--- src/hdl/box_filter_image_downscaler_macros.svh ---
// ----------------------------------------------------------------------------
// Box filter downscaler assertion macros
// Concurrent assertion wrappers, clocked on clk and disabled during arst_n.
// ----------------------------------------------------------------------------
`ifndef BOX_FILTER_IMAGE_DOWNSCALER_MACROS_SVH
`define BOX_FILTER_IMAGE_DOWNSCALER_MACROS_SVH

`ifndef SYNTH

// Check that prop holds at every clock edge out of reset.
`define BFD_ASSERT(label, prop) \
	label: assert property (@(posedge clk) disable iff (!arst_n) prop) \
		else $error("box filter assertion failed");

// Check that cond never holds out of reset.
`define BFD_ASSERT_NEVER(label, cond) \
	label: assert property (@(posedge clk) disable iff (!arst_n) !(cond)) \
		else $error("box filter forbidden condition");

`else

`define BFD_ASSERT(label, prop)
`define BFD_ASSERT_NEVER(label, cond)

`endif

`endif

--- src/hdl/bfd_pkg.sv ---
// ----------------------------------------------------------------------------
// Box filter downscaler package
// Shared widths, lane vector types, register codes and controller states.
// ----------------------------------------------------------------------------
package bfd_pkg;

	localparam int MAX_WIDTH_DEF  = 1024;
	localparam int MAX_HEIGHT_DEF = 1024;
	localparam int MAX_FACTOR     = 16;

	localparam int LANES       = 4;
	localparam int PIX_W       = 8;
	localparam int PART_W      = 12;
	localparam int SUM_W       = 16;
	localparam int CFG_W       = 11;
	localparam int FACT_W      = 5;
	localparam int CHCNT_W     = 3;
	localparam int AREA_W      = 2 * FACT_W;
	localparam int OUT_COORD_W = 10;
	localparam int REG_IDX_W   = 3;

	typedef logic [LANES-1:0][PIX_W-1:0]  byte_vec_t;
	typedef logic [LANES-1:0][PART_W-1:0] part_vec_t;
	typedef logic [LANES-1:0][SUM_W-1:0]  sum_vec_t;

	typedef enum logic [REG_IDX_W-1:0] {
		REG_SRC_WIDTH     = 3'd0,
		REG_SRC_HEIGHT    = 3'd1,
		REG_FACTOR_X      = 3'd2,
		REG_FACTOR_Y      = 3'd3,
		REG_CHANNEL_COUNT = 3'd4
	} cfg_reg_e;

	localparam logic [CHCNT_W-1:0] CH_RGBA = 3'd4;

	typedef enum logic [1:0] {
		ST_IDLE,
		ST_MERGE,
		ST_DIV,
		ST_PUSH
	} bfd_state_t;

endpackage

--- src/hdl/bfd_div.sv ---
// ----------------------------------------------------------------------------
// Block average divider
// Restoring division of four channel sums by the block area, one quotient
// bit per cycle. The quotient never exceeds 8 bits, so eight steps suffice.
// ----------------------------------------------------------------------------
module bfd_div (
	input  logic                         clk,
	input  logic                         arst_n,
	input  logic                         start,
	input  bfd_pkg::sum_vec_t            dividend,
	input  logic [bfd_pkg::AREA_W-1:0]   divisor,
	output logic                         done,
	output bfd_pkg::byte_vec_t           quotient
);
	import bfd_pkg::*;

	localparam int DSH_W = AREA_W + PIX_W - 1;
	localparam int CNT_W = $clog2(PIX_W);
	localparam logic [CNT_W-1:0] STEP_LAST = CNT_W'(PIX_W - 1);

	logic             busy_q;
	logic             done_q;
	logic [CNT_W-1:0] cnt_q;
	logic [DSH_W-1:0] dsh_q;
	sum_vec_t         rem_q;
	byte_vec_t        quo_q;

	always_ff @(posedge clk or negedge arst_n) begin
		if (!arst_n) begin
			busy_q <= 1'b0;
			done_q <= 1'b0;
			cnt_q  <= '0;
		end else begin
			done_q <= 1'b0;
			if (start) begin
				busy_q <= 1'b1;
				cnt_q  <= '0;
			end else if (busy_q) begin
				cnt_q <= cnt_q + 1'b1;
				if (cnt_q == STEP_LAST) begin
					busy_q <= 1'b0;
					done_q <= 1'b1;
				end
			end
		end
	end

	// Shifted divisor walks from area << 7 down to area.
	always_ff @(posedge clk) begin
		if (start) begin
			rem_q <= dividend;
			dsh_q <= DSH_W'(divisor) << (PIX_W - 1);
		end else if (busy_q) begin
			for (int i = 0; i < LANES; i++) begin
				if (DSH_W'(rem_q[i]) >= dsh_q) begin
					rem_q[i] <= rem_q[i] - SUM_W'(dsh_q);
					quo_q[i] <= {quo_q[i][PIX_W-2:0], 1'b1};
				end else begin
					quo_q[i] <= {quo_q[i][PIX_W-2:0], 1'b0};
				end
			end
			dsh_q <= dsh_q >> 1;
		end
	end

	assign done     = done_q;
	assign quotient = quo_q;

endmodule

--- config.mk ---
export PLATFORM = sky130hd
export DESIGN_NAME = bfd_div
export DESIGN_NICKNAME = d
export VERILOG_FILES = /design/src/hdl/box_filter_image_downscaler_macros.svh /design/src/hdl/bfd_pkg.sv /design/src/hdl/bfd_div.sv
export SDC_FILE = /design/constraint.sdc
export NUM_CORES = 1
export LEC_CHECK = 0
export BUFFER_PORTS_ARGS = -buffer_cell sky130_fd_sc_hd__clkbuf_2
export CAP_MARGIN = 15
export CORE_MARGIN = 3
export CORE_UTILIZATION = 60
export DETAILED_ROUTE_END_ITERATION = 6
export PLACE_DENSITY = 0.94
export SLEW_MARGIN = 20
export SYNTH_ARGS = -nofsm -noshare
export SYNTH_HDL_FRONTEND = slang
export SYNTH_SLANG_ARGS = --single-unit
--- constraint.sdc ---
create_clock -name clk -period 5.66 [get_ports clk]
set_input_delay 0.283 -clock clk [delete_from_list [all_inputs] [get_ports clk]]
set_output_delay 0.283 -clock clk [all_outputs]
set_load 0.02 [all_outputs]
### After elaboration in Yosys (flattened, before gate mapping)

Index checks and enable logic that the tools add are counted.

* reductions and logical operators: 10
* $add $sub $neg: 5
* order comparisons: 4
* bitwise gates (word level): 1
* multiplexer cells: 20
* equal/unequal tests: 1

Operator list (count)
* two-way mux 64 bit: 2
* greater-or-equal comparator 16 x 17 -> 1 bit: 4
* two-way mux 16 bit: 4
* subtractor 16 bit: 4
* two-way mux 17 bit: 2
* two-way mux 1 bit: 10
* AND reduction 2 bit: 5
* nonzero test 2 bit: 5
* two-way mux 3 bit: 2
* adder 3 x 1 -> 3 bit (second input constant): 1
* == test 3 bit (second input constant): 1
* NOT 1 bit: 1

* input port bits: 77
* output and inout bits: 33
* word-level logic and storage cells: 54
* flip-flop bits (word level): 118

### Longest topological paths before layout

Gate-level depths: netlist (run 1).

* depth in word-level cells: 4
* gate-level depth with buffers: 9
* mapped depth without buffers: 9

### Worst setup path after synthesis (run 1)

OpenSTA, ideal clock, no wires.

* kind: register to register
* start point: register dsh_q[1]
* end point: register rem_q[0] in the netlist's numbering, enable pin
* setup time: 0.397 ns
* period minus slack after synthesis: 2.892 ns
* buffers on the path: 0
* stages on the path, launching flop included: 9
* path slack: 2.768 ns
* arrival time: 2.494 ns
* data required time: 5.263 ns
* cells stage by stage: dfxtp_1 -> inv_1 -> ha_1 -> nand2b_1 -> a21oi_1 -> o21ai_1 -> a21oi_1 -> nor2_1 -> o221ai_1

* longest elaborated chain between the ends: 3

RTL lines
* start, declared: line bfd_div.sv:24 `logic [DSH_W-1:0] dsh_q;`
* start signal, assigned: line bfd_div.sv:52 `dsh_q <= DSH_W'(divisor) << (PIX_W - 1);`
* start signal, assigned: line bfd_div.sv:62 `dsh_q <= dsh_q >> 1;`
* greater-or-equal comparator 16 x 17 -> 1 bit: line bfd_div.sv:55 `if (DSH_W'(rem_q[i]) >= dsh_q) begin`
* nonzero test 2 bit (no source line)
* AND reduction 2 bit (no source line)
* end signal, assigned: line bfd_div.sv:51 `rem_q <= dividend;`
* end signal, assigned by index: line bfd_div.sv:56 `rem_q[i] <= rem_q[i] - SUM_W'(dsh_q);`
* end, declared: line bfd_div.sv:25 `sum_vec_t rem_q;`

Every way passes these cells.
A chain may end at the register's enable or synchronous reset.

### Worst setup path after layout (run 1)

* start point: register dsh_q[1]
* end point: register rem_q[16] in the netlist's numbering, enable pin

The elaborated chain is that of the path after synthesis.

==> results of run 1 <==
==> layout by cell type (no fill, tap or decap), drive strengths merged, types with 12 or more instances in the layout <==
cell type / n
edfxtp: 106
nand2: 94
and3: 12
nor2b: 14
nor2: 73
a311oi: 13
o31ai: 17
a21o: 23
nand3: 13
clkbuf: 129
a21oi: 49
ha: 66
mux2i: 16
o21ai: 69
inv: 41
xor2: 14
==> metal layers <==
layer  GRT usage (%)  vias to the layer above
met5               0                        -
li1                -                     3217
met2            45.4                      407
met1            36.0                     3208
met4            13.5                        0
met3            6.55                       69
==> path summary, 6_finish.rpt <==
kind | start | to | depth (start not counted)
setup / recovery | dsh_q[1] | rem_q[16] | 8
hold / removal | dividend[58] | rem_q[58] | 3
setup reg to reg | dsh_q[1] | rem_q[16] | 8
hold reg to reg | quotient[16] | quotient[17] | 0
max in group asynchronous | arst_n | cnt_q[2] | 2
min in group asynchronous | arst_n | cnt_q[0] | 2
==> report_power, final <==
group | total, mW | internal, mW | switching, mW | leakage, nW
registers | 1.44 | 1.33 | 0.108 | 1.19
logic | 2.47 | 0.972 | 1.50 | 2.52
clock network | 0.953 | 0.584 | 0.368 | 0.246
total | 4.86 | 2.89 | 1.97 | 3.96
==> tightest hold or removal path, cell delays in order <==
cell and delay, ns:
clkbuf_2 0.07, nand2_1 0.04, o21ai_0 0.06
==> synthesized netlist by cell type, drive strengths merged (6+ instances only) <==
| cell | count |
|---|---|
| a21oi | 49 |
| xor2 | 14 |
| or3 | 8 |
| mux2i | 16 |
| ha | 66 |
| nor3 | 10 |
| dfxtp | 7 |
| nand2 | 94 |
| clkbuf | 25 |
| a221oi | 7 |
| o21ai | 69 |
| o31ai | 17 |
| nor2b | 14 |
| nor2 | 73 |
| and2 | 6 |
| xnor2 | 11 |
| a311oi | 13 |
| inv | 41 |
| a21o | 23 |
| nand3 | 13 |
| buf | 6 |
| nand4 | 6 |
| nand2b | 10 |
| and3 | 12 |
| edfxtp | 106 |
| o2111ai | 6 |
==> logic make-up after synthesis <==
group	Yosys count	synth area share, %
AO/OA/AOI/OAI	240	20.8
XOR/XNOR	25	2.77
adder cells (fa/ha/maj)	70	11.5
buffers and inverters	72	3.66
flip-flops	118	43.7
multiplexers	17	2.17
AND/OR/NAND/NOR	262	15.5
==> state kept, by name, summed over array words and instances (netlist names) <==
name / cells
rem_q: 64
quotient: 32
dsh_q: 17
cnt_q: 3
busy_q: 1
done: 1
==> per-stage QoR <==
stage | worst slack (ns) | utilization, % | hold slack [ns] | instances
2_1_floorplan | 2.77 | - | -0.0126 | 804
3_3_place_gp | 2.71 | 67.3 | 0.103 | 1058
3_5_place_dp | 2.62 | 67.3 | 0.113 | 1058
4_1_cts | 2.50 | 71.4 | 0.131 | 1089
5_1_grt | 2.31 | 71.4 | 0.143 | 1089
6_report | 2.49 | 71.4 | 0.137 | 1089
==> layout make-up <==
| cell class | count | area, um2 | area share (%) |
|---|---|---|---|
| timing repair buffer | 114 | 588 | 6.48 |
| inverter | 41 | 154 | 1.70 |
| clock buffer | 21 | 440 | 4.85 |
| clock inverter | 9 | 62.6 | 0.689 |
| multi-input combinational | 614 | 4170 | 45.9 |
| sequential | 118 | 3450 | 38.0 |
| tap | 172 | 215 | 2.37 |
==> summary.txt, run 1 <==
Layout
  – Final net count: between 1000 and 1500
  – Final Instance Area: between 9000 and 10000 um2
  – Fill cells: between 900 and 1000
  – Share of cells above drive strength 1: 16.7%
  – Layout area overhead: 14.9%
  – ANT cells: 0

Yosys
  – Synth Warn #: 0
  – Yosys reg bits: roughly 120
  – Yosys cell types: 73
  – EDFF count, synth: 106
  – Share of Yosys cell area claimed by the top area cell type: between 40 and 50%
  – Mapped Nets: around 950
  – Avg Synthesized Cell Area: 9.82 um2
  – Gate Count Post-Synth: between 800 and 900
  – Ys flop type: edfxtp_1
  – Sequential-to-total area share from yosys stat: a little over two fifths
  – Post-Syn Area: a little under 8000 um2
  – Asr flop ratio synth: ~4.2%
  – Cell accounting for the most synthesized area: edfxtp_1
  – Leading post-synthesis cells by cell area: edfxtp_1 (40%), ha_1 (10%), nand2_1 (4.5%)

Drt
  – First-iteration detailed-routing DRC count: a little over 700
  – Final WL: ~20000 um
  – Drt drc: 0
  – Top layer in use: met4
  – Post-Route M1 WL: 8160 um
  – Initial DRT Pass Iterations: 7
  – WL met3: 1930 um
  – DR vias: 6901
  – ANT nets after route: 0
  – DR WL/cell: approximately 19 um
  – Met2 routed WL: about 9600 um
  – Avg Vias per Cell: ~6.3

Placement
  – Port Buffers: around 110
  – Placed Area: about 8600 um2
  – RD Place Congestion: approximately 0.94
  – Dpl hpwl: approximately 15000 um

Critical path
  – Cell chain of the critical path: inv_1, ha_1, nor2b_1, o21ai_1, a31oi_2, o2111ai_1, a41oi_1, a21o_1
  – Slowest-stage cell, CP: a21o_1
  – WP data arrival: roughly 3.2 ns
  – Bufs and invs on worst path: 1
  – Max Fanout on Critical Path: 16
  – CP top delay family: compound AO/OA/AOI/OAI gates
  – Crit path largest cell delay: 0.60 ns
  – Critical Path RT: approximately 5.7 ns
  – Setup CP Type: reg2reg
  – Crit. End Element: flip-flop
  – R2R setup slack: approximately 2.5 ns
  – CP Launch Type: flip-flop

Clock network
  – Post-CTS setup-driven buffer insertion count: 0
  – Cts hold-fix bufs: 1
  – Clk root buf: clkbuf_16
  – Cts bufs inserted: 17
  – Max Root-Sink Buffers: 2
  – Clock Sinks: between 100 and 150
  – CTS tree: done
  – Skew-Pair Late Insertion Delay: roughly 0.43 ns
  – Number of H-tree levels: 4
  – CTS clk-pin slew, worst paths: 0.05 ns
  – CTS resizes: 0

Power
  – Power density over the cells: 536 nW/um2
  – Leak: 3.96 nW
  – Design Power: between 4 and 5 mW
  – Max VDD drop: between 0.3 and 0.4 mV

Timing
  – Upper clock frequency limit: around 320 MHz
  – Clock Skew: slightly below 0.008 ns
  – Fin. Hold Viols: 0
  – Period utilisation layout: between 50 and 60%
  – Slew @ Worst Pin: between 0.9 and 1 ns
  – RSZ-0062 raised after global routing: no
  – Max Slew Vio Count: 0
  – Final setup viols: 0
  – Min Clock Period, post-route: around 3.2 ns
  – Rel. slew slack: 35.3%
  – Fin Setup TNS: 0 ns

Global routing
  – Total grt overflow: 0
  – Vias in the first global route: roughly 6500
  – Initial antenna violation count: 0
  – Overall Global Routing Usage: between 20% and 30%
  – Largest net degree at the start of global routing: just under 90
  – First-pass GRT wire length: 31900 um

Outcome
  – Status: complete, no violations

Min path
  – Hold Crit Class: in2reg

Die
  – Num ports: 110
  – Core area: about 13000 um2
  – DIE AREA: ~15000 um2
  – Initial Utilization: between 60 and 70%
  – Die height: ~120 um
  – Row count: a little over 40
  – DIE WIDTH: 121 um

Run
  – Max_cap viols: 0
No activity file was read; power rests on OpenSTA's default activity.
==> inputs of run 2 (changes only) <==
Settings changed: CORE_UTILIZATION 60 to 53, PLACE_DENSITY 0.94 to 0.88.
Clock period 5.66 ns to 2.87 ns, I/O delays scaled along.
==> run 2 against run 1 <==
Against the previous run:
- global-route usage is 1.3 points lower
- critical path depth stayed put
- flip-flop and latch count stayed put
- count of clock-buffer cells in the layout is 7 higher
- fmax is 17% higher
- via count is 1.2% higher
==> summary.txt, run 2 (synthesis gave the netlist of run 1 again) <==
Timing
  – Upper clock frequency limit: 368 MHz (+17%)
  – Fin Setup TNS: 0 ns (unchanged)
  – Final setup viols: 0 (unchanged)
  – Period utilisation layout: 94.6% (+39 points)
  – Slew @ Worst Pin: 0.856 ns (-0.113 ns)
  – Fin. Hold Viols: 0 (unchanged)
  – Max Slew Vio Count: 0 (unchanged)
  – Min Clock Period, post-route: 2.72 ns (-0.457 ns)
  – Rel. slew slack: 42.9% (+7.6 points)
  – Clock Skew: 0.00993 ns (+0.00220 ns)
  – RSZ-0062 raised after global routing: no

Die
  – Initial Utilization: 55.6% (-6.5 points)
  – DIE WIDTH: 128 um (+6.1%)
  – Die height: 128 um (+6.1%)
  – Num ports: 110 (unchanged)
  – Core area: 14200 um2 (+12%)
  – DIE AREA: 16400 um2 (+13%)
  – Row count: 43 (+4.9%)

Min path
  – Hold endpoint: rem_q[6]
  – Hold Crit Class: in2reg
  – Hold depth: 3 (unchanged)
  – Hold Startpoint: dividend[6]

Layout
  – Area of the multi-input gates: 4180 um2 (+0.15%)
  – ANT cells: 0 (unchanged)
  – Layout Cells excl Fill: 1122 (+3.0%)
  – Share of cells above drive strength 1: 18.4% (+1.7 points)
  – Commonest non-fill, non-tap cell in the layout: clkbuf_2
  – Largest reg by FF count: rem_q
  – Flip-flop and latch area: 3450 um2 (unchanged)
  – Final net count: 1076 (+2.2%)
  – Max reg flops: 64 (unchanged)
  – Fill cells: 1118 (+21%)
  – Layout area overhead: 18.2%
  – Most frequent cells in the layout: clkbuf_2 (108), edfxtp_1 (106), nand2_1 (94), nor2_1 (72), ha_1 (66)

Critical path
  – Crit path largest cell delay: 0.37 ns (-0.23 ns)
  – Setup CP Type: reg2reg
  – Cell chain of the critical path: inv_1, ha_1, and2_1, and3_1, nand2_1, or3_1, o221ai_2, buf_4
  – Worst r2r path cells: 8 (unchanged)
  – Capturing point of the worst reg2reg path: rem_q[10]
  – R2R setup slack: 0.15 ns (-2.33 ns)
  – Slowest-stage cell, CP: edfxtp_1
  – Worst reg2reg path startpoint: dsh_q[11]
  – Max Fanout on Critical Path: 11 (-5)
  – Critical Path RT: 2.99 ns (-2.72 ns)
  – Bufs and invs on worst path: 2 (+1)
  – Crit. End Element: flip-flop
  – CP top delay family: simple AND/OR/NAND/NOR gates
  – WP data arrival: 2.84 ns (-0.39 ns)
  – CP Launch Type: flip-flop

Global routing
  – Initial antenna violation count: 0 (unchanged)
  – Overall Global Routing Usage: 26.8% (-1.3 points)
  – Vias in the first global route: 6788 (+4.5%)
  – First-pass GRT wire length: 34300 um (+7.6%)
  – Largest net degree at the start of global routing: 59 (-32%)
  – Total grt overflow: 0 (unchanged)

Drt
  – Initial DRT Pass Iterations: 5 (-2)
  – Drt drc: 0 (unchanged)
  – Final WL: 21700 um (+6.2%)
  – ANT nets after route: 0 (unchanged)
  – First-iteration detailed-routing DRC count: 809 (+12%)
  – Avg Vias per Cell: 6.22 (-1.8%)
  – DR vias: 6983 (+1.2%)
  – DR WL/cell: 19.4 um (+3.1%)

Placement
  – Port Buffers: 109 (unchanged)
  – Dpl hpwl: 15400 um (+6.0%)
  – RD Place Congestion: 0.967 (+2.4%)
  – Placed Cells: 1079 (+2.0%)

Clock network
  – CTS clk-pin slew, worst paths: 0.06 ns (about the same)
  – Clk root buf: clkbuf_16
  – Cts bufs inserted: 17 (unchanged)
  – Post-CTS setup-driven buffer insertion count: 0 (unchanged)
  – CTS tree: done
  – Clock Sinks: 118 (unchanged)
  – Skew-Pair Late Insertion Delay: 0.43 ns (about the same)
  – Max Root-Sink Buffers: 2 (unchanged)
  – Number of H-tree levels: 4 (unchanged)

Power
  – Leak: 4.09 nW (+3.3%)
  – Internal: 5.86 mW (+100%)
  – Clk pwr share: 20.5% (+0.9 points)
  – Max VDD drop: 0.580 mV (+82%)
  – Logic gate share of total power: 50.6% (-0.2 points)
  – Seq pwr share: 28.9% (-0.7 points)
  – Switching power: 3.98 mW (+100%)
  – Sw Ratio: 40.5% (-0.11 points)
  – Power density over the cells: 1050 nW/um2 (+97%)

Outcome
  – Status: complete, no violations

Run
  – Max_cap viols: 0 (unchanged)
## run 2: changes by cell type in the layout (fill, tap and decap cells not counted)
cell,delta
buf_4,+13
dlygate4sd3_1,+10
clkinv_1,-6
clkbuf_8,+4
clkbuf_1,+3
clkinv_2,+1
inv_1,-1
inv_2,+1
o221ai_1,-1
o221ai_2,+1
## run 2: power by group through the flow
stage                     sequential, mW  clock, mW  combinational (mW)
after floorplan                     2.86          0                3.63
after global placement              2.84          0                4.63
after detailed placement            2.87          0                4.77
after CTS                           2.84       2.03                4.86
after global routing                2.89       2.11                5.48
final                               2.84       2.02                4.98
## run 2: area by class of cell
cell class	count	area share [%]
clock buffer	28	5.43
clock inverter	4	0.482
inverter	41	1.65
multi-input combinational	614	44.7
sequential	118	36.9
tap	180	2.41
timing repair buffer	137	8.41
## run 2: what timing repair did
| action | CTS | global route |
|---|---|---|
| hold buffers | 10 | 1 |
| hold endpoints to repair | 14 | 1 |
| resized for setup | 0 | 1 |
| setup endpoints to repair | 0 | 16 |
## run 2: worst reg2reg max path, stage by stage, from the launching register on
cell	delay, ns
edfxtp_1	0.37
inv_1	0.27
ha_1	0.33
and2_1	0.27
and3_1	0.25
nand2_1	0.10
or3_1	0.37
o221ai_2	0.20
buf_4	0.25
## run 2: how the worst max path moves through the flow
stage | start | cells past startpoint | end | slack [ns]
after floorplan | dsh_q[1] | 8 | rem_q[32] | 0.05
after global placement | dsh_q[12] | 9 | rem_q[38] | 0.32
after detailed placement | dsh_q[12] | 9 | rem_q[34] | 0.20
after CTS | dsh_q[12] | 9 | rem_q[34] | 0.18
after global routing | dsh_q[1] | 9 | rem_q[10] | 0.03
final | dsh_q[11] | 8 | rem_q[10] | 0.15
## run 2: metrics by stage
step / hold WS, ns / area (um2) / util (%) / total power [mW] / setup WS (ns)
after global placement: -0.0357 / 8680 / 61.1 / 7.47 / 0.320
after CTS: 0.0000910 / 9330 / 65.7 / 9.74 / 0.179
after global routing: 0.00403 / 9340 / 65.8 / 10.5 / 0.0261
after floorplan: -0.152 / 7910 / - / 6.48 / 0.0461
after detailed placement: -0.0354 / 8680 / 61.1 / 7.64 / 0.202
final: 0.00239 / 9340 / 65.8 / 9.84 / 0.155
## run 2: layer usage
| layer | share of wire (%) | vias up | track usage (%) |
|---|---|---|---|
| li1 | - | 3263 | - |
| met2 | 47 | 391 | 43.0 |
| met3 | 10 | 62 | 6.42 |
| met4 | 3.4 | 0 | 11.7 |
| met5 | 0 | - | 0 |
| met1 | 40 | 3267 | 34.7 |
==> inputs of run 3 (changes only) <==
Settings changed: CORE_UTILIZATION 53 to 59, PLACE_DENSITY 0.88 to 0.93.
Clock period 2.87 ns to 3 ns, I/O delays scaled along.
==> run 3 against run 2 <==
Against the previous run:
- global-route usage increased by 1.9 points
- critical path depth increased by 1
- first-iteration DRC count decreased by 6.9%
- sequential power decreased by 4%
- register-to-register slack improved by 0.11 ns
- setup slack improved by 0.11 ns
- highest routed layer unchanged
==> summary.txt, run 3 (synthesis gave the netlist of run 1 again) <==
Outcome
  – Status: complete, no violations

Clock network
  – Skew-Pair Late Insertion Delay: 0.43 ns (about the same)
  – Cts hold-fix bufs: 5 (-5)
  – Clock Sinks: 118 (unchanged)
  – CTS clk-pin slew, worst paths: 0.05 ns (about the same)
  – Cts bufs inserted: 17 (unchanged)
  – Post-CTS setup-driven buffer insertion count: 0 (unchanged)
  – Clk root buf: clkbuf_16
  – CTS tree: done
  – Max Root-Sink Buffers: 2 (unchanged)
  – CTS resizes: 0 (unchanged)
  – Number of H-tree levels: 4 (unchanged)

Drt
  – Avg Vias per Cell: 6.25 (+0.38%)
  – Drt drc: 0 (unchanged)
  – Final WL: 20800 um (-4.3%)
  – DR WL/cell: 18.8 um (-2.7%)
  – Initial DRT Pass Iterations: 5 (unchanged)
  – First-iteration detailed-routing DRC count: 753 (-6.9%)
  – DR vias: 6897 (-1.2%)
  – ANT nets after route: 0 (unchanged)

Layout
  – Commonest non-fill, non-tap cell in the layout: clkbuf_2
  – Final net count: 1066 (-0.93%)
  – Max reg flops: 64 (unchanged)
  – Most frequent cells in the layout: clkbuf_2 (108), edfxtp_1 (106), nand2_1 (94), nor2_1 (72), ha_1 (66)
  – Final Instance Area: 9230 um2 (-1.2%)
  – Fill cells: 916 (-18%)
  – Layout area overhead: 16.9%
  – Share of cells above drive strength 1: 18.0% (-0.34 points)
  – Largest reg by FF count: rem_q
  – ANT cells: 0 (unchanged)

Timing
  – Final worst setup slack: 0.263 ns (+0.108 ns)
  – Final setup viols: 0 (unchanged)
  – Fin. Hold Viols: 0 (unchanged)
  – Clock Skew: 0.0124 ns (+0.00243 ns)
  – Max Slew Vio Count: 0 (unchanged)
  – Period utilisation layout: 91.2% (-3.4 points)
  – Rel. slew slack: 38.1% (-4.8 points)
  – Upper clock frequency limit: 365 MHz (-0.79%)
  – Slew @ Worst Pin: 0.927 ns (+0.0708 ns)
  – RSZ-0062 raised after global routing: no
  – Min Clock Period, post-route: 2.74 ns (+0.0217 ns)
  – Fin Setup TNS: 0 ns (unchanged)

Run
  – Max_cap viols: 0 (unchanged)

Critical path
  – Max Fanout on Critical Path: 15 (+4)
  – WP data arrival: 2.90 ns (+0.06 ns)
  – CP Launch Type: flip-flop
  – Setup CP Type: reg2reg
  – Crit. End Element: flip-flop
  – Critical Path RT: 3.17 ns (+0.18 ns)

Global routing
  – First-pass GRT wire length: 32700 um (-4.8%)
  – Initial antenna violation count: 0 (unchanged)
  – Total grt overflow: 0 (unchanged)
  – Vias in the first global route: 6543 (-3.6%)
  – Overall Global Routing Usage: 28.7% (+1.9 points)
  – Largest net degree at the start of global routing: 61 (+3.4%)

Placement
  – Dpl hpwl: 15000 um (-3.1%)
  – Port Buffers: 109 (unchanged)
  – Dpl ws: 0.349 ns (+0.146 ns)
  – Placed Area: 8630 um2 (-0.53%)
  – RD Place Congestion: 0.978 (+1.1%)

Die
  – Die height: 122 um (-5.0%)
  – Row count: 41 (-4.7%)
  – Num ports: 110 (unchanged)
  – DIE AREA: 14800 um2 (-9.7%)
  – Initial Utilization: 61.3% (+5.7 points)
  – DIE WIDTH: 122 um (-5.0%)
  – Core area: 12900 um2 (-9.3%)

Power
  – Power density over the cells: 1010 nW/um2 (-3.9%)
  – Leak: 4.04 nW (-1.2%)
  – Max VDD drop: 0.552 mV (-4.8%)

Min path
  – Hold Crit Class: in2reg
-- run 3: cell types whose count changed in the layout (fill, tap and decap cells not counted), sizes merged --
cell	previous run	this run
buf	18	14
bufinv	1	2
clkbuf	136	128
clkinv	3	8
clkinvlp	0	2
dlygate4sd3	11	5
-- run 3: metal layers --
layer | part of all wire, % | vias up | GRT usage (%)
li1 | - | 3256 | -
met1 | 40 | 3194 | 37.5
met2 | 46 | 372 | 45.4
met3 | 9.7 | 75 | 5.62
met4 | 4.5 | 0 | 15.4
met5 | 0 | - | 0
-- run 3: layout make-up --
type	instances	area, um2	area share, %
inverters	41	154	1.67
multi-input cells	614	4170	45.2
well taps	172	215	2.33
clock buffers	20	437	4.73
clock inverters	12	111	1.21
repair buffers	127	696	7.54
flip-flops and latches	118	3450	37.4
-- run 3: per-stage QoR --
stage | hold WS [ns] | power, mW | utilization (%) | instances
final | 0.00279 | 9.35 | 71.7 | 1104
after global routing | 0.0155 | 9.97 | 71.7 | 1104
after CTS | 0.000268 | 9.25 | 71.7 | 1104
after detailed placement | -0.0283 | 7.26 | 67.0 | 1067
after global placement | -0.0278 | 7.10 | 67.0 | 1067
after floorplan | -0.146 | 6.20 | - | 804
-- run 3: critical path, cell delays in order, from the launching register on --
cell and delay (ns):
edfxtp_1 0.38, inv_1 0.24, ha_1 0.33, a21oi_1 0.29, o21ai_0 0.13, a21oi_1 0.27, o21ai_1 0.09, a41oi_1 0.27
o221ai_1 0.20, buf_4 0.28
-- run 3: where the power goes --
| part | internal, mW | switching (mW) | total (mW) | leakage [nW] |
|---|---|---|---|---|
| Clock | 1.20 | 0.724 | 1.92 | 0.266 |
| Sequential | 2.51 | 0.215 | 2.73 | 1.19 |
| Combinational | 1.86 | 2.84 | 4.70 | 2.58 |
| Total | 5.57 | 3.78 | 9.35 | 4.04 |
-- run 3: worst paths after layout --
| check | from | end | slack, ns | depth (start not counted) |
|---|---|---|---|---|
| min reg2reg | quotient[16] | quotient[17] | 0.45 | 0 |
| min | dividend[25] | rem_q[25] | 0.003 | 3 |
| max reg2reg | dsh_q[12] | rem_q[41] | 0.26 | 9 |
| max in group asynchronous | arst_n | busy_q | 2.79 | 2 |
| max | dsh_q[12] | rem_q[41] | 0.26 | 9 |
| min in group asynchronous | arst_n | cnt_q[1] | 0.08 | 2 |
